## src/spq_pkg.sv

```systemverilog
// Shared types, codes and field layout for the stable priority queue.
package spq_pkg;

  // Field widths of one input beat and one result beat
  localparam int CMD_W    = 2;
  localparam int VALUE_W  = 32;
  localparam int PRIO_W   = 8;
  localparam int STATUS_W = 2;
  localparam int COUNT_W  = 9;

  // Input tdata layout, lowest bit first
  localparam int CMD_LSB   = 0;
  localparam int VALUE_LSB = CMD_LSB + CMD_W;
  localparam int PRIO_LSB  = VALUE_LSB + VALUE_W;
  localparam int IN_USED_W = PRIO_LSB + PRIO_W;
  localparam int IN_TDATA_W = ((IN_USED_W + 7) / 8) * 8;

  // Output tdata layout, lowest bit first
  localparam int FRONT_LSB  = 0;
  localparam int STATUS_LSB = FRONT_LSB + VALUE_W;
  localparam int TOTAL_LSB  = STATUS_LSB + STATUS_W;
  localparam int LEVELS_LSB = TOTAL_LSB + COUNT_W;
  localparam int LVLCNT_LSB = LEVELS_LSB + COUNT_W;
  localparam int OUT_USED_W = LVLCNT_LSB + COUNT_W;
  localparam int OUT_TDATA_W = ((OUT_USED_W + 7) / 8) * 8;

  typedef enum logic [CMD_W-1:0] {
    CMD_ENQ  = 2'd0,
    CMD_DEQ  = 2'd1,
    CMD_PEEK = 2'd2
  } cmd_e;

  typedef enum logic [STATUS_W-1:0] {
    STAT_OK    = 2'd0,
    STAT_EMPTY = 2'd1,
    STAT_FULL  = 2'd2
  } status_e;

  typedef enum logic {
    PH_IDLE  = 1'b0,
    PH_APPLY = 1'b1
  } phase_e;

  // Shift command broadcast to every cell of the row
  typedef struct packed {
    logic enq;  // open a gap at the insertion point, shift the tail right
    logic deq;  // drop the front, shift everything left
  } cell_op_t;

endpackage

```

## src/spq_level_table.sv

```systemverilog
// Per-level value counts: one write port, two registered read ports.
module spq_level_table #(
  parameter int PRIORITY_LEVELS = 256,
  parameter int CNT_W           = 9,
  localparam int LVL_W          = $clog2(PRIORITY_LEVELS)
) (
  input  logic             clk_i,
  input  logic             rst_ni,
  input  logic             rd_en_i,
  input  logic [LVL_W-1:0] rd_a_addr_i,
  input  logic [LVL_W-1:0] rd_b_addr_i,
  output logic [CNT_W-1:0] rd_a_data_o,
  output logic [CNT_W-1:0] rd_b_data_o,
  input  logic             wr_en_i,
  input  logic [LVL_W-1:0] wr_addr_i,
  input  logic [CNT_W-1:0] wr_data_i
);
  import spq_pkg::*;

  logic [CNT_W-1:0]           mem_q [PRIORITY_LEVELS];
  logic [PRIORITY_LEVELS-1:0] written_q;
  logic [CNT_W-1:0]           rd_a_q, rd_b_q;

  // Entries never written read as zero
  always_ff @(posedge clk_i or negedge rst_ni) begin
    if (!rst_ni) begin
      written_q <= '0;
    end else if (wr_en_i) begin
      written_q[wr_addr_i] <= 1'b1;
    end
  end

  always_ff @(posedge clk_i) begin
    if (wr_en_i) begin
      mem_q[wr_addr_i] <= wr_data_i;
    end
  end

  always_ff @(posedge clk_i) begin
    if (rd_en_i) begin
      rd_a_q <= written_q[rd_a_addr_i] ? mem_q[rd_a_addr_i] : '0;
      rd_b_q <= written_q[rd_b_addr_i] ? mem_q[rd_b_addr_i] : '0;
    end
  end

  assign rd_a_data_o = rd_a_q;
  assign rd_b_data_o = rd_b_q;

endmodule

```

## config.mk

```make
export PLATFORM = sky130hd
export DESIGN_NAME = spq_level_table
export DESIGN_NICKNAME = d
export VERILOG_FILES = /design/src/spq_pkg.sv /design/src/spq_level_table.sv
export SDC_FILE = /design/constraint.sdc
export NUM_CORES = 2
export LEC_CHECK = 0
export BUFFER_PORTS_ARGS = -buffer_cell sky130_fd_sc_hd__clkbuf_2
export CAP_MARGIN = 25
export CELL_PAD_IN_SITES_DETAIL_PLACEMENT = 1
export CELL_PAD_IN_SITES_GLOBAL_PLACEMENT = 2
export CORE_ASPECT_RATIO = 0.9
export CORE_UTILIZATION = 53
export CTS_CLUSTER_DIAMETER = 200
export DETAILED_ROUTE_END_ITERATION = 8
export GPL_TIMING_DRIVEN = 1
export PLACE_DENSITY = 0.88
export SKIP_LAST_GASP = 1
export SLEW_MARGIN = 0
export SYNTH_ARGS = -nofsm -noshare
export SYNTH_HDL_FRONTEND = slang
export SYNTH_SLANG_ARGS = --single-unit
```

## constraint.sdc

```tcl
create_clock -name clk_i -period 4.2 [get_ports clk_i]
set_input_delay 0.84 -clock clk_i [delete_from_list [all_inputs] [get_ports clk_i]]
set_output_delay 0.84 -clock clk_i [all_outputs]
set_load 0.05 [all_outputs]
```

==> summary.md <==
| Metric | Value |
|---|---|
| Outcome | `finished, violations left` |
| Failing checks | `hold timing` |
| Final Power | `59.9 mW` |
| Setup ws final | `0.343 ns` |
| CP most frequent cell | `buf_4` |
| Root Buffer | `clkbuf_16` |
| CP startpoint kind | `input port` |
| WS Path Type | `input port to register` |
| Endpoints failing hold | `4` |
| # placed instances | `10,500` |
| Vias/cell | `7.68` |
| Die Y | `460 um` |
| Max IR drop VDD | `0.000508 V` |
| Yosys Warn Count | `0` |
| Pre-CTS WS | `-0.394 ns` |
| Nets | `7,767` |
| Longest Clk Path Bufs | `4` |
| Placeable Area | `231,000 um2` |
| Detail Placement HPWL | `328 mm` |
| I/O pin total | `55` |
| Crit path DAT | `4.66 ns` |
| Mapped Area | `124,000 um2` |
| Cells after synthesis | `7,074` |
| Top post-synthesis cells by area | `edfxtp_1 56%, mux4_2 17%, mux2i_1 5.9%` |
| Synth top area share | `56.4%` |
| Highest-count cells in the layout ignoring fill and taps | `2,322 x edfxtp_1, 942 x mux4_2, 759 x buf_4` |
| Slew Limit Fails | `0` |
| Most used DFF post-synth | `edfxtp_1` |
| CTS tree | `yes` |
| Tot GR Track Use | `42.2%` |
| Family with the most delay on the worst path | `compound AO/OA/AOI/OAI gates` |
| Initial DRC Count | `14,700` |
| Number of synthesized flops with an enable pin | `2,322` |
| Reg2reg path depth | `8` |
| CTS buffer count | `289` |
| Syn Nets | `7,111` |
| RePlAce Congestion | `1.02` |
| Count of cell types in the netlist | `85` |
| Die area | `235,000 um2` |
| Min Tclk post-route | `3.86 ns` |
| Area Overhead vs Synth | `13.7%` |
| Post-CTS Setup Bufs | `0` |
| Slew at the pin closest to its max-slew limit | `1.26 ns` |
| Final wirelength | `497 mm` |
| DR WL/cell | `45.2 um` |
| Layout cell share with drive strength beyond 1 | `32.5%` |
| Skew final | `0.0670 ns` |
| Number of global-route vias before repair | `85,400` |
| First-pass GRT wire length | `685 mm` |
| Synth async-reset ratio | `9.93%` |
| Crit-path max cell delay | `1.04 ns` |
| Total Neg Setup Slack | `0 ns` |
| Largest net degree at the start of global routing | `119` |
| Die Wd | `511 um` |
| Cell taking the most area after synthesis | `edfxtp_1` |
| Num rows | `167` |
| Syn_area_per_cell | `17.5 um2` |
| Clk_lat worst skew | `0.99 ns` |
| Sequential area share after synthesis | `61.6%` |
| CP required | `5.00 ns` |
| Post-DRT Antenna Nets | `0` |
| Hold_ws | `-0.0546 ns` |
| Crit share post-route | `91.8%` |
| CTS sink count | `2,578` |
| Setup Viol. Count Final | `0` |
| RSZ-0062 raised after global routing | `no` |
| Post-layout util | `60.9%` |
| Total number of vias | `84,500` |
| Critical-path top delay cell | `o311ai_0` |
| H-tree Lvls | `5` |
| Leading cell type in the layout, fill and taps excluded | `edfxtp_1` |
| DR DRC count | `0` |
| Worst-path maximum fanout | `21` |
| Synth Register Bits | `2,578` |
| Crit path depth | `11` |
| CP Cell Sequence | `buf_8, buf_12, buf_4, mux4_2, nand2_1, and3_1, o311ai_0, buf_4, a31oi_1, a21oi_2, o21a_1` |
| Antenna violations before repair | `57` |
| Fmax | `259 MHz` |
| Max cap viols | `0` |
| Type of the tightest min-delay check | `input port to asynchronous set/reset pin` |
| Worst Setup End Kind | `register` |
| DR pass1 iterations | `6` |
| Clock slew at reported path FFs | `0.06 ns` |
| Leak | `49.5 nW` |
| Final Cell Area | `141,000 um2` |
| Starting density of the core | `53.5%` |
| Hold Buf Count CTS | `0` |
| DP Area | `131,000 um2` |
| Grt ovf | `0` |
| Buf/Inv on CP | `4` |
| PostCTS Resize Cnt | `0` |
| Slew HR | `15.2%` |
| Finished Layout Cells | `11,000` |
| Number of I/O port buffers | `54` |
| Pwr/cell area | `426 nW/um2` |
-- synthesized netlist by cell type (9+ instances only) --
cell type  number
nand2_1       314
a31oi_1        32
inv_1          13
buf_8          48
buf_6          61
nor2_1        316
mux2i_1       727
o21a_1         11
clkbuf_1      188
buf_2         113
mux4_1         50
buf_4          50
a21oi_1       198
a221oi_1        9
nor3_1         79
mux2_2         22
o22ai_1       145
edfxtp_1     2322
dfrtp_1       256
a311oi_1       11
nor2b_1        18
o21ai_0        79
a2111oi_0      13
nor4_1         17
or2_2         257
o211ai_1       12
o21ai_1        27
or4_1           9
mux4_2        942
and2_1         15
nand3_1        77
buf_1          35
and3_1         33
a211oi_1       28
o31ai_1        12
nand4_1        24
o32ai_1        12
a32oi_1         9
buf_12         63
o221ai_1      300
-- state kept, by name (all words and copies together), names as in the netlist --
register     count
rd_b_data_o      9
written_q      256
mem_q         2304
rd_a_data_o      9
-- final cells by class --
cell class,count,area [um2]
Tap cell,3042,3810
Clock buffer,384,8030
Fill cell,20000,90400
Multi-Input combinational cell,3913,42900
Sequential cell,2578,76100
Clock inverter,106,1020
Timing Repair Buffer,930,8400
Antenna cell,32,80.1
Inverter,18,97.6
-- layer usage --
layer  track usage, %  share of wire, %
met5                0             0.036
met4             27.2               7.8
met3             15.5                15
met2             61.2                43
met1             53.7                34
-- cell families after synthesis --
logic type,after synthesis,share of synthesized area (%)
AO/OA/AOI/OAI,981,5.66
multiplexers,1747,24.4
AND/OR/NAND/NOR,1185,4.60
buffers and inverters,583,3.71
flip-flops,2578,61.6
-- report_power, final --
group          switching [mW]  internal, mW  total (mW)
sequential              0.245          28.2        28.5
combinational            3.96          2.27        6.24
clock                    10.6          14.6        25.2
total                    14.9          45.1        59.9
-- final timing paths --
check	from	slack (ns)	endpoint
setup / recovery	rd_a_addr_i[1]	0.34	rd_a_data_o[1]
hold / removal	rst_ni	-0.05	written_q[6]
setup reg to reg	written_q[133]	0.79	rd_a_data_o[1]
hold reg to reg	written_q[78]	0.49	written_q[78]
max in group asynchronous	rst_ni	3.22	written_q[104]
min in group clk_i	wr_data_i[6]	0.47	mem_q[152][6]
-- worst register-to-register path, cell delays in order, from the launching register on --
cell and delay [ns]:
dfrtp_1 0.40, mux4_2 0.26, nand2_1 0.05, and3_1 0.17, o311ai_0 1.04, buf_4 0.25, a31oi_1 0.21, a21oi_2 0.63
o21a_1 0.23
Note: power is estimated with default switching activity, not from simulation.
