### config.mk
export PLATFORM = sky130hd
export DESIGN_NAME = spq_cell
export DESIGN_NICKNAME = d
export VERILOG_FILES = /design/src/spq_pkg.sv /design/src/spq_cell.sv
export SDC_FILE = /design/constraint.sdc
export NUM_CORES = 1
export LEC_CHECK = 0
export ABC_CLOCK_PERIOD_IN_PS = 3710
export BUFFER_PORTS_ARGS = -buffer_cell sky130_fd_sc_hd__buf_2
export CORE_MARGIN = 1.5
export CORE_UTILIZATION = 37
export CTS_CLUSTER_SIZE = 10
export DETAILED_ROUTE_END_ITERATION = 8
export GPL_TIMING_DRIVEN = 1
export PLACE_DENSITY_LB_ADDON = 0.08
export RECOVER_POWER = 100
export SLEW_MARGIN = 20
export SYNTH_ARGS = -nofsm -noshare
export SYNTH_HDL_FRONTEND = slang
export SYNTH_SLANG_ARGS = --single-unit
### constraint.sdc
create_clock -name clk_i -period 3.71 [get_ports clk_i]
set_input_delay 0.1855 -clock clk_i [delete_from_list [all_inputs] [get_ports clk_i]]
set_output_delay 0.1855 -clock clk_i [all_outputs]
set_load 0.05 [all_outputs]
### src/spq_pkg.sv
// Shared types, codes and field layout for the stable priority queue.
package spq_pkg;

  // Field widths of one input beat and one result beat
  localparam int CMD_W    = 2;
  localparam int VALUE_W  = 32;
  localparam int PRIO_W   = 8;
  localparam int STATUS_W = 2;
  localparam int COUNT_W  = 9;

  // Input tdata layout, lowest bit first
  localparam int CMD_LSB   = 0;
  localparam int VALUE_LSB = CMD_LSB + CMD_W;
  localparam int PRIO_LSB  = VALUE_LSB + VALUE_W;
  localparam int IN_USED_W = PRIO_LSB + PRIO_W;
  localparam int IN_TDATA_W = ((IN_USED_W + 7) / 8) * 8;

  // Output tdata layout, lowest bit first
  localparam int FRONT_LSB  = 0;
  localparam int STATUS_LSB = FRONT_LSB + VALUE_W;
  localparam int TOTAL_LSB  = STATUS_LSB + STATUS_W;
  localparam int LEVELS_LSB = TOTAL_LSB + COUNT_W;
  localparam int LVLCNT_LSB = LEVELS_LSB + COUNT_W;
  localparam int OUT_USED_W = LVLCNT_LSB + COUNT_W;
  localparam int OUT_TDATA_W = ((OUT_USED_W + 7) / 8) * 8;

  typedef enum logic [CMD_W-1:0] {
    CMD_ENQ  = 2'd0,
    CMD_DEQ  = 2'd1,
    CMD_PEEK = 2'd2
  } cmd_e;

  typedef enum logic [STATUS_W-1:0] {
    STAT_OK    = 2'd0,
    STAT_EMPTY = 2'd1,
    STAT_FULL  = 2'd2
  } status_e;

  typedef enum logic {
    PH_IDLE  = 1'b0,
    PH_APPLY = 1'b1
  } phase_e;

  // Shift command broadcast to every cell of the row
  typedef struct packed {
    logic enq;  // open a gap at the insertion point, shift the tail right
    logic deq;  // drop the front, shift everything left
  } cell_op_t;

endpackage

### src/spq_cell.sv
// One cell of the sorted row: holds one entry and trades it with its neighbors.
module spq_cell #(
  parameter int LVL_W      = 8,
  parameter int VALUE_BITS = 32
) (
  input  logic                  clk_i,
  input  logic                  rst_ni,
  input  spq_pkg::cell_op_t     op_i,
  input  logic [LVL_W-1:0]      new_prio_i,
  input  logic [VALUE_BITS-1:0] new_value_i,
  input  logic                  left_ins_i,
  input  logic                  left_valid_i,
  input  logic [LVL_W-1:0]      left_prio_i,
  input  logic [VALUE_BITS-1:0] left_value_i,
  input  logic                  right_valid_i,
  input  logic [LVL_W-1:0]      right_prio_i,
  input  logic [VALUE_BITS-1:0] right_value_i,
  output logic                  ins_o,
  output logic                  valid_o,
  output logic [LVL_W-1:0]      prio_o,
  output logic [VALUE_BITS-1:0] value_o
);
  import spq_pkg::*;

  logic                  valid_q, valid_d;
  logic [LVL_W-1:0]      prio_q, prio_d;
  logic [VALUE_BITS-1:0] value_q, value_d;

  // New entry belongs at or before this cell; equal levels stay ahead (FIFO order)
  assign ins_o = !valid_q || (prio_q > new_prio_i);

  always_comb begin
    valid_d = valid_q;
    prio_d  = prio_q;
    value_d = value_q;
    if (op_i.deq) begin
      valid_d = right_valid_i;
      prio_d  = right_prio_i;
      value_d = right_value_i;
    end else if (op_i.enq) begin
      if (left_ins_i) begin
        valid_d = left_valid_i;
        prio_d  = left_prio_i;
        value_d = left_value_i;
      end else if (ins_o) begin
        valid_d = 1'b1;
        prio_d  = new_prio_i;
        value_d = new_value_i;
      end
    end
  end

  always_ff @(posedge clk_i or negedge rst_ni) begin
    if (!rst_ni) begin
      valid_q <= 1'b0;
    end else begin
      valid_q <= valid_d;
    end
  end

  always_ff @(posedge clk_i) begin
    prio_q  <= prio_d;
    value_q <= value_d;
  end

  assign valid_o = valid_q;
  assign prio_o  = prio_q;
  assign value_o = value_q;

endmodule

==> results of run 1 <==
## cells in the mapped netlist
cell	number
nor4_1	1
a21oi_1	2
clkbuf_1	7
inv_1	9
dfrtp_1	1
o21bai_1	2
nand4_1	1
o31ai_1	1
o21ai_1	1
mux2i_1	40
buf_4	4
o22ai_1	1
a211oi_1	1
o21ai_0	42
nand2_1	47
buf_6	1
ha_1	8
or2b_2	1
nand2b_1	1
or3_1	1
clkbuf_8	2
edfxtp_1	40
## layout make-up
| class | count | area share |
|---|---|---|
| diodes | 1 | 0.000764 |
| clock buffers | 6 | 0.0252 |
| clock inverters | 2 | 0.0115 |
| inverters | 9 | 0.0103 |
| multi-input cells | 150 | 0.300 |
| flip-flops and latches | 41 | 0.374 |
| well taps | 75 | 0.0287 |
| repair buffers | 172 | 0.249 |
## state kept, by name, summed over array words and instances, names as in the netlist
signal	count
prio_o	8
valid_o	1
value_o	32
## worst paths after layout
| check | from | endpoint | slack (ns) | cells after the start |
|---|---|---|---|---|
| max in group asynchronous | rst_ni | valid_o | 3.41 | 2 |
| setup reg to reg | prio_o[7] | value_o[3] | 0.99 | 6 |
| hold reg to reg | valid_o | valid_o | 0.67 | 2 |
| min in group asynchronous | rst_ni | valid_o | 0.22 | 2 |
| setup / recovery | left_ins_i | value_o[20] | 0.86 | 4 |
| hold / removal | right_valid_i | valid_o | 0.11 | 3 |
## power by group through the flow
stage / registers (mW) / clock network (mW) / logic (mW)
3_5_place_dp: 0.592 / 0 / 0.418
4_1_cts: 0.583 / 0.378 / 0.419
6_report: 0.583 / 0.369 / 0.403
2_1_floorplan: 0.764 / 0 / 0.112
3_3_place_gp: 0.590 / 0 / 0.415
5_1_grt: 0.589 / 0.401 / 0.437
## worst min-delay path, delay by kind of cell
kind / cells / cell delay (ns)
AOI/OAI and AO/OA: 1 / 0.06
buffers and inverters: 1 / 0.07
and+or+nand+nor: 1 / 0.04
## logic make-up (layout without fill, tap and decap cells)
kind of cell,after synthesis,in the layout,share of synthesized area
flip-flops,41,41,0.527
multiplexers,40,40,0.172
other,0,1,0
AND/OR/NAND/NOR,52,52,0.0903
AO/OA/AOI/OAI,50,50,0.112
buffers and inverters,23,189,0.0554
adder cells (fa/ha/maj),8,8,0.0430
## through the flow
step / total power [mW] / setup WS, ns / hold slack [ns]
floorplan: 0.876 / 0.744 / -0.110
global placement: 1.00 / 1.29 / -0.0368
detailed placement: 1.01 / 1.19 / -0.0379
CTS: 1.38 / 1.17 / 0.109
global route: 1.43 / 0.649 / 0.115
finish: 1.36 / 0.860 / 0.110
## layer usage
metal  up-vias  GRT usage  part of all wire
met1       899      0.191              0.38
met3        11     0.0462             0.087
li1       1100          -                 -
met4         0     0.0644             0.021
met2        95      0.304              0.51
met5         -          0                 0
## timing repair
action	CTS	global route
hold endpoints to repair	1	0
setup buffers	0	0
gates resized for setup	0	0
hold buffers	1	0
==> summary.txt, run 1 <==
Synthesis
  – Distinct cells, synth: 22
  – Synth top area cells: edfxtp_1, mux2i_1, o21ai_0
  – Gate count after technology mapping: about 210
  – Syn_nets: 349
  – Yosys warns: 0
  – Cell Area, Synth: between 2000 and 2500 µm²
  – Area share of the largest cell type after synthesis: 0.516
  – Synthesized area per cell: around 11 µm²
  – Post-synth top area cell: edfxtp_1
  – Synthesized flop and latch total: 41
  – Sequential-to-total area share from yosys stat: 0.527

Cells and area
  – Most frequent cells in the layout: buf_2, nand2_1, clkbuf_1
  – Area growth syn-to-layout: 40.7%
  – Register area: 1230 µm²
  – Post-route core utilization: 0.547
  – Area of the multi-input gates: 983 µm²
  – Final Net Count: 514
  – Final Non-Filler Cells: 456
  – Fin area: between 3000 and 4000 µm²
  – Share of layout cells above drive strength 1: 0.363
  – Fillers: approximately 570
  – Most common cell after layout, fill and taps aside: buf_2

Floorplanning
  – Core area: 5990 µm²
  – Initial Utilization: 0.388
  – Die Span X: approximately 82 µm
  – Top-level I/O count: about 170
  – Die footprint: 6770 µm²
  – Row count: 28
  – Die Y: around 80 µm

Power
  – Leak: 1.57 nW
  – Max rail drop VDD: around 0.24 mV
  – Sequential Power Share: 0.430
  – Comb power frac: 0.297
  – Pwr dens: a little over 400 nW/µm²
  – Internal power: approximately 0.91 mW
  – Net Sw Power: ~0.45 mW
  – Switching Fraction: 0.333
  – Clock share of power: 0.272

STA
  – Final-report hold violation count: 0
  – FMAX: roughly 350 MHz
  – RSZ-0062 raised after global routing: no
  – Final slew viol count: 42
  – Total negative slack: 0 ns
  – Min cycle time layout: ~2.8 ns
  – Setup Skew: 0.00687 ns
  – Crit share post-route: 0.768
  – Final-report setup violation count: 0
  – Worst slew margin: -0.925
  – Worst-Margin Slew: 2.89 ns

Placed design
  – Placed Cells: 446
  – Detail Placement HPWL: 4500 µm
  – Final Wtd Congestion: roughly 0.73
  – # port buffers: around 170
  – Placed Instance Area: ~3200 µm²

Clocking
  – CTS Buffer Depth: 2
  – Clock sinks: 41
  – Worst-path clk slew: ~0.08 ns
  – H-tree depth: 2
  – Clock Latency Late Sink: about 0.29 ns
  – CTS buffer count: 5
  – Clock root buffer: clkbuf_8
  – CTS tree: yes

Hold path
  – Worst min-delay path class: input pin to flip-flop

GRT
  – First-pass GRT wire length: between 8000 and 9000 µm
  – Initial antenna violation count: 1
  – Largest net degree at the start of global routing: a little over 80
  – Vias in the first global route: 1,877
  – GRT Util Overall: 0.170
  – Total gr overflow: 0

Setup path
  – Crit path kind: input pin to flip-flop
  – Highest net fanout along the worst path: 41
  – Largest delay share family, worst path: buffers and inverters
  – CP max stage delay: between 2 and 2.5 ns
  – Worst path required time: between 3 and 4 ns
  – Critical Path Start Type: input pin
  – Crit-path cells: buf_2, clkbuf_1, mux2i_1, o21ai_0
  – Crit end category: flip-flop
  – CP Data Arrival Time: approximately 2.9 ns
  – Buffer and inverter count on the worst path: 2
  – Slowest-stage cell, CP: clkbuf_1

Drt
  – Post-route ant nets: 0
  – Vias per cell: 4.62
  – Drt initial violations: 52
  – Detailed Routing Iterations Pass 1: 4
  – DRC: 0
  – WL final: around 5800 µm
  – Via count: roughly 2.1k
  – WL/cell: between 10 and 15 µm

Job
  – Max Cap Viol: 1

Status
  – Status: finished with violations
  – Failing checks: capacitance limit, slew limit
(Power assumes the default switching activity.)
==> inputs of run 2 (changes only) <==
--- a/config.mk
+++ b/config.mk
@@ -5,7 +5,7 @@
 export SDC_FILE = /design/constraint.sdc
 export NUM_CORES = 1
 export LEC_CHECK = 0
-export ABC_CLOCK_PERIOD_IN_PS = 3710
+export ABC_CLOCK_PERIOD_IN_PS = 2600
 export BUFFER_PORTS_ARGS = -buffer_cell sky130_fd_sc_hd__buf_2
 export CORE_MARGIN = 1.5
 export CORE_UTILIZATION = 37
==> constraint.sdc (replaced) <==
create_clock -name clk_i -period 2.6 [get_ports clk_i]
set_input_delay 0.13 -clock clk_i [delete_from_list [all_inputs] [get_ports clk_i]]
set_output_delay 0.13 -clock clk_i [all_outputs]
set_load 0.05 [all_outputs]
==> run 2 against run 1 <==
The run now ends clean. Worst setup slack worse by 0.59 ns. Sequential power up 43%. Non-clock buffer count down 1. Register-to-register slack worse by 0.72 ns. Global-route usage down 0.087 points. First-iteration DRC count up 71%. Sequential cell count unchanged. Clock skew down 0.0044 ns. Combinational power up 43%. Hold slack worse by 0.048 ns. Critical endpoint is now value_o[31].
==> summary.txt, run 2 (synthesis results as in run 1) <==
Floorplanning
  – Die Y: 82.3 µm (unchanged)
  – Row count: 28 (unchanged)
  – Die footprint: 6770 µm² (unchanged)
  – Core area: 5990 µm² (unchanged)
  – Top-level I/O count: 169 (unchanged)
  – Die Span X: 82.3 µm (unchanged)
  – Initial Utilization: 0.388 (unchanged)

Clocking
  – Worst-path clk slew: 0.08 ns (about the same)
  – Clock sinks: 41 (unchanged)
  – H-tree depth: 2 (unchanged)
  – Clock Latency Late Sink: 0.29 ns (about the same)
  – Clock root buffer: clkbuf_8
  – CTS tree: yes
  – CTS buffer count: 5 (unchanged)
  – CTS Buffer Depth: 2 (unchanged)
  – Post-CTS setup buffer count: 0 (unchanged)

Power
  – Pwr dens: 581 nW/µm² (+40%)
  – Switching Fraction: 0.339 (+0.00600)
  – Internal power: 1.26 mW (+39%)
  – Clock share of power: 0.261 (-0.011)
  – Comb power frac: 0.303 (+0.006)
  – Sequential Power Share: 0.436 (+0.006)
  – Leak: 1.57 nW (about the same)
  – Max rail drop VDD: 0.278 mV (+15%)
  – Net Sw Power: 0.645 mW (+43%)

Setup path
  – Worst path required time: 2.57 ns (-1.15 ns)
  – Crit path kind: flip-flop to flip-flop
  – Critical Path Start Type: flip-flop
  – CP Data Arrival Time: 2.30 ns (-0.56 ns)
  – CP max stage delay: 0.42 ns (-1.61 ns)
  – Slowest-stage cell, CP: or3_1
  – Crit-path cells: ha_1, nand4_1, or3_1, o21ai_1, o21bai_4
  – Reg2reg setup slack: 0.27 ns (-0.72 ns)
  – Highest net fanout along the worst path: 20 (-51%)
  – R2r worst-path depth: 5 (-1)
  – Reg2reg end: value_o[31]
  – Crit end category: flip-flop
  – R2R Path Start: prio_o[7]

STA
  – WHS: 0.0617 ns (-0.0479 ns)
  – Setup Skew: 0.00247 ns (-0.00440 ns)
  – RSZ-0062 raised after global routing: no
  – Final slew viol count: 0 (-100%)
  – Final-report hold violation count: 0 (unchanged)
  – FMAX: about 430 MHz
  – Crit share post-route: 0.895
  – Worst slew margin: 0.110 (+1.03)
  – Final-report setup violation count: 0 (unchanged)
  – Min cycle time layout: between 2 and 2.5 ns
  – Worst-Margin Slew: 1.33 ns (-1.55 ns)

GRT
  – Initial antenna violation count: 0 (-1)
  – Largest net degree at the start of global routing: 46 (-45%)
  – GRT Util Overall: 0.169 (-0.000866)
  – Vias in the first global route: 1,872 (-0.27%)
  – First-pass GRT wire length: 8470 µm (-0.73%)
  – Total gr overflow: 0 (unchanged)

Hold path
  – Hold Crit Start: right_valid_i
  – Worst hold stages: 3 (unchanged)
  – Worst min-delay path endpoint: valid_o
  – Worst min-delay path class: input pin to flip-flop

Cells and area
  – Area of the multi-input gates: 1010 µm² (+2.5%)
  – Largest register FFs: 32 (unchanged)
  – Most common cell after layout, fill and taps aside: buf_2
  – Fillers: 574 (+0.17%)
  – Post-route core utilization: 0.547 (+0.000835)
  – Final Non-Filler Cells: 455 (-0.22%)
  – Final Net Count: 514 (unchanged)
  – Register area: 1230 µm² (unchanged)
  – Most frequent cells in the layout: buf_2, nand2_1, clkbuf_1
  – Share of layout cells above drive strength 1: 0.363 (unchanged)
  – Area growth syn-to-layout: 40.9%
  – Antenna Diode Count: 0 (-1)

Placed design
  – Final Wtd Congestion: 0.739 (+1.2%)
  – # port buffers: 168 (unchanged)
  – Placed Cells: 445 (-0.22%)
  – Detail Placement HPWL: 4340 µm (-3.5%)

Job
  – Max Cap Viol: 0 (-1)

Drt
  – DRC: 0 (unchanged)
  – WL final: 5770 µm (-0.50%)
  – WL/cell: 12.7 µm (-0.28%)
  – Detailed Routing Iterations Pass 1: 4 (unchanged)
  – Drt initial violations: 89 (+71%)
  – Post-route ant nets: 0 (unchanged)
  – Via count: 2,110 (+0.24%)
  – Vias per cell: 4.64 (+0.46%)

Status
  – Status: complete, no violations
run 2: cell count changes in the layout (fill, tap and decap cells not counted):
cell	previous run	this run
buf_2	126	125
clkbuf_2	1	2
clkbuf_8	6	5
clkinv_1	0	1
clkinvlp_4	1	0
diode_2	1	0
nor4_1	1	0
nor4_2	0	1
o21bai_4	1	2
run 2: cell type report:
type	instances	area share
clock buffers	6	0.0221
clock inverters	2	0.0103
inverters	9	0.0103
multi-input cells	151	0.308
flip-flops and latches	41	0.374
well taps	75	0.0286
repair buffers	171	0.247
run 2: per-stage QoR:
step | power [mW] | TNS (ns) | area [µm²] | setup slack (ns)
floorplan | 1.25 | 0 | 2340 | 0.0464
global placement | 1.43 | 0 | 3190 | 0.0860
detailed placement | 1.44 | -1.35 | 3190 | -0.0356
CTS | 1.94 | 0 | 3330 | 0.0774
global route | 2.00 | 0 | 3280 | 0.104
finish | 1.91 | 0 | 3280 | 0.274
run 2: routing by layer:
layer / part of all wire / GRT usage / wire length [µm]
met5: 0 / 0 / 0
met4: 0.013 / 0.0525 / 75
met3: 0.098 / 0.0593 / 566
met2: 0.50 / 0.295 / 2870
met1: 0.39 / 0.192 / 2260
run 2: timing repair:
item                                   4_1_cts  5_1_grt
setup endpoints to repair                   40       40
pin swaps                                    1        0
cloned                                       1        0
resized for setup                            1        1
endpoints found under the hold margin        1        0
hold buffers                                 1        0
run 2: power groups by stage:
| stage | registers [mW] | logic, mW | clock network, mW |
|---|---|---|---|
| 2_1_floorplan | 1.09 | 0.162 | 0 |
| 3_3_place_gp | 0.841 | 0.592 | 0 |
| 3_5_place_dp | 0.844 | 0.595 | 0 |
| 4_1_cts | 0.830 | 0.601 | 0.507 |
| 5_1_grt | 0.840 | 0.629 | 0.536 |
| 6_report | 0.831 | 0.578 | 0.497 |
run 2: worst max path at each step:
stage,startpoint,end,slack [ns],depth (start not counted)
final,prio_o[7],value_o[31],0.27,5
after global routing,prio_o[7],value_o[31],0.10,5
after CTS,prio_o[5],value_o[29],0.08,5
after detailed placement,prio_o[7],value_o[14],-0.04,5
after global placement,prio_o[7],value_o[14],0.09,5
after floorplan,prio_o[7],prio_o[0],0.05,5
run 2: worst max-delay path, delay by kind of cell (launching register included):
family / cells / cell delay, ns
AO/OA/AOI/OAI: 2 / 0.70
AND/OR/NAND/NOR: 2 / 0.58
flip-flops: 1 / 0.40
adder cells (fa/ha/maj): 1 / 0.33
==> inputs of run 3 (changes only) <==
--- a/config.mk
+++ b/config.mk
@@ -6,11 +6,11 @@
 export NUM_CORES = 1
 export LEC_CHECK = 0
 export ABC_CLOCK_PERIOD_IN_PS = 2600
-export BUFFER_PORTS_ARGS = -buffer_cell sky130_fd_sc_hd__buf_2
 export CORE_MARGIN = 1.5
-export CORE_UTILIZATION = 37
+export CORE_UTILIZATION = 55
 export CTS_CLUSTER_SIZE = 10
 export DETAILED_ROUTE_END_ITERATION = 8
+export DONT_BUFFER_PORTS = 1
 export GPL_TIMING_DRIVEN = 1
 export PLACE_DENSITY_LB_ADDON = 0.08
 export RECOVER_POWER = 100
==> run 3 against run 2 <==
Register-to-register slack lost 0.14 ns. Highest routed layer unchanged. Core utilization grew 6.5 points. Critical endpoint is now value_o[29]. Sequential cell count is the same.
==> summary.txt, run 3 (synthesis results as in run 1) <==
Clocking
  – Clock sinks: 41 (unchanged)
  – CTS buffer count: 5 (unchanged)
  – CTS Buffer Depth: 2 (unchanged)
  – CTS tree: yes
  – H-tree depth: 2 (unchanged)
  – Post-CTS setup buffer count: 0 (unchanged)
  – Clock root buffer: clkbuf_8
  – Worst-path clk slew: 0.08 ns (about the same)
  – Clock Latency Late Sink: 0.29 ns (about the same)

STA
  – Final slew viol count: 0 (unchanged)
  – WHS: 0.0461 ns (-0.0157 ns)
  – Total negative slack: 0 ns (unchanged)
  – FMAX: 406 MHz (-5.7%)
  – Worst slew margin: 0.388 (+0.278)
  – Final-report setup violation count: 0 (unchanged)
  – Worst-Margin Slew: 0.910 ns (-0.425 ns)
  – Crit share post-route: 0.948 (+0.0536)
  – RSZ-0062 raised after global routing: no
  – Final-report hold violation count: 0 (unchanged)
  – Min cycle time layout: 2.47 ns (+0.139 ns)
  – Setup Skew: 0.00947 ns (+0.00700 ns)

GRT
  – First-pass GRT wire length: 6220 µm (-27%)
  – Vias in the first global route: 1,367 (-27%)
  – GRT Util Overall: 0.190 (+0.0209)
  – Largest net degree at the start of global routing: 84 (+83%)
  – Total gr overflow: 0 (unchanged)
  – Initial antenna violation count: 0 (unchanged)

Setup path
  – Buffer and inverter count on the worst path: 0 (unchanged)
  – Critical path depth in cells: 5 (unchanged)
  – Critical Path Start Type: flip-flop
  – Slowest-stage cell, CP: nor4_1
  – CP max stage delay: 0.82 ns (+0.40 ns)
  – Crit path kind: flip-flop to flip-flop
  – Crit-path cells: ha_1, a21oi_1, o21ai_0, nor4_1, o21bai_4
  – Crit end category: flip-flop
  – Worst path required time: 2.55 ns (-0.02 ns)
  – Largest delay share family, worst path: simple AND/OR/NAND/NOR gates
  – CP Data Arrival Time: 2.42 ns (+0.12 ns)
  – R2r worst-path depth: 5 (unchanged)
  – Highest net fanout along the worst path: 20 (unchanged)

Drt
  – Drt initial violations: 149 (+67%)
  – WL/cell: 18.0 µm (+42%)
  – WL final: 4880 µm (-15%)
  – Post-route ant nets: 0 (unchanged)
  – Via count: 1,622 (-23%)
  – Detailed Routing Iterations Pass 1: 4 (unchanged)
  – DRC: 0 (unchanged)
  – Vias per cell: 5.99 (+29%)

Floorplanning
  – Die footprint: 4630 µm² (-32%)
  – Die Span X: 68.1 µm (-17%)
  – Initial Utilization: 0.578 (+0.189)
  – Die Y: 68.1 µm (-17%)
  – Core area: 4030 µm² (-33%)
  – Top-level I/O count: 169 (unchanged)
  – Row count: 23 (-18%)

Cells and area
  – Antenna Diode Count: 0 (unchanged)
  – Share of layout cells above drive strength 1: 0.0362 (-0.327)
  – Most common cell after layout, fill and taps aside: nand2_1
  – Final Net Count: 355 (-31%)
  – Post-route core utilization: 0.613 (+0.0653)
  – Largest register FFs: 32 (unchanged)
  – Area growth syn-to-layout: 6.08%
  – Most frequent cells in the layout: nand2_1, o21ai_0, mux2i_1, edfxtp_1, clkbuf_1

Power
  – Comb power frac: 0.139 (-0.164)
  – Leak: 1.02 nW (-35%)
  – Internal power: 1.09 mW (-14%)
  – Sequential Power Share: 0.626 (+0.190)
  – Pwr dens: 669 nW/µm² (+15%)
  – Switching Fraction: 0.340 (+0.00129)
  – Max rail drop VDD: 0.359 mV (+29%)
  – Clock share of power: 0.235 (-0.026)
  – Net Sw Power: 0.561 mW (-13%)

Hold path
  – Worst min-delay path class: input pin to async pin

Placed design
  – Final Wtd Congestion: 0.712 (-3.7%)
  – Detail Placement HPWL: 3600 µm (-17%)
  – # port buffers: 0 (-100%)

Job
  – Max Cap Viol: 0 (unchanged)

Status
  – Status: complete, no violations
[run 3: metrics by stage]
stage	setup WS, ns	area (µm²)	cells	power, mW
final	0.135	2470	271	1.65
after global routing	0.0550	2470	271	1.72
after CTS	0.0399	2490	271	1.68
after detailed placement	-0.0254	2370	259	1.28
after global placement	0.126	2370	259	1.27
after floorplan	0.0464	2340	214	1.25
[run 3: worst paths after layout]
check | from | endpoint | slack [ns]
setup / recovery | prio_o[5] | value_o[29] | 0.13
hold / removal | rst_ni | valid_o | 0.05
setup reg to reg | prio_o[5] | value_o[29] | 0.13
hold reg to reg | valid_o | value_o[13] | 1.33
max in group asynchronous | rst_ni | valid_o | 2.45
min in group clk_i | right_value_i[11] | value_o[11] | 0.05
[run 3: layer usage]
layer / up-vias / share of wire / routed length (µm) / track usage
met5: - / 0 / 0 / 0
met4: 0 / 0.013 / 64 / 0.0625
met3: 9 / 0.092 / 448 / 0.0658
met2: 109 / 0.55 / 2660 / 0.357
met1: 718 / 0.35 / 1710 / 0.194
li1: 786 / - / - / -
[run 3: layout make-up]
type | count | area, µm²
clock buffer | 8 | 80.1
fill | 354 | 1560
inverter | 9 | 33.8
multi-input combinational | 151 | 1000
sequential | 41 | 1230
tap | 50 | 62.6
timing repair buffer | 12 | 63.8
[run 3: timing repair]
action	4_1_cts	5_1_grt
gates resized for setup	0	1
pin swaps	1	0
hold endpoints to repair	2	0
cloned	1	0
hold buffers	3	0
setup endpoints to repair	40	20
[run 3: power groups by stage]
stage	registers (mW)	clock network, mW	logic (mW)
2_1_floorplan	1.09	0	0.162
3_3_place_gp	1.05	0	0.223
3_5_place_dp	1.05	0	0.234
4_1_cts	1.04	0.401	0.242
5_1_grt	1.04	0.428	0.254
6_report	1.03	0.387	0.230
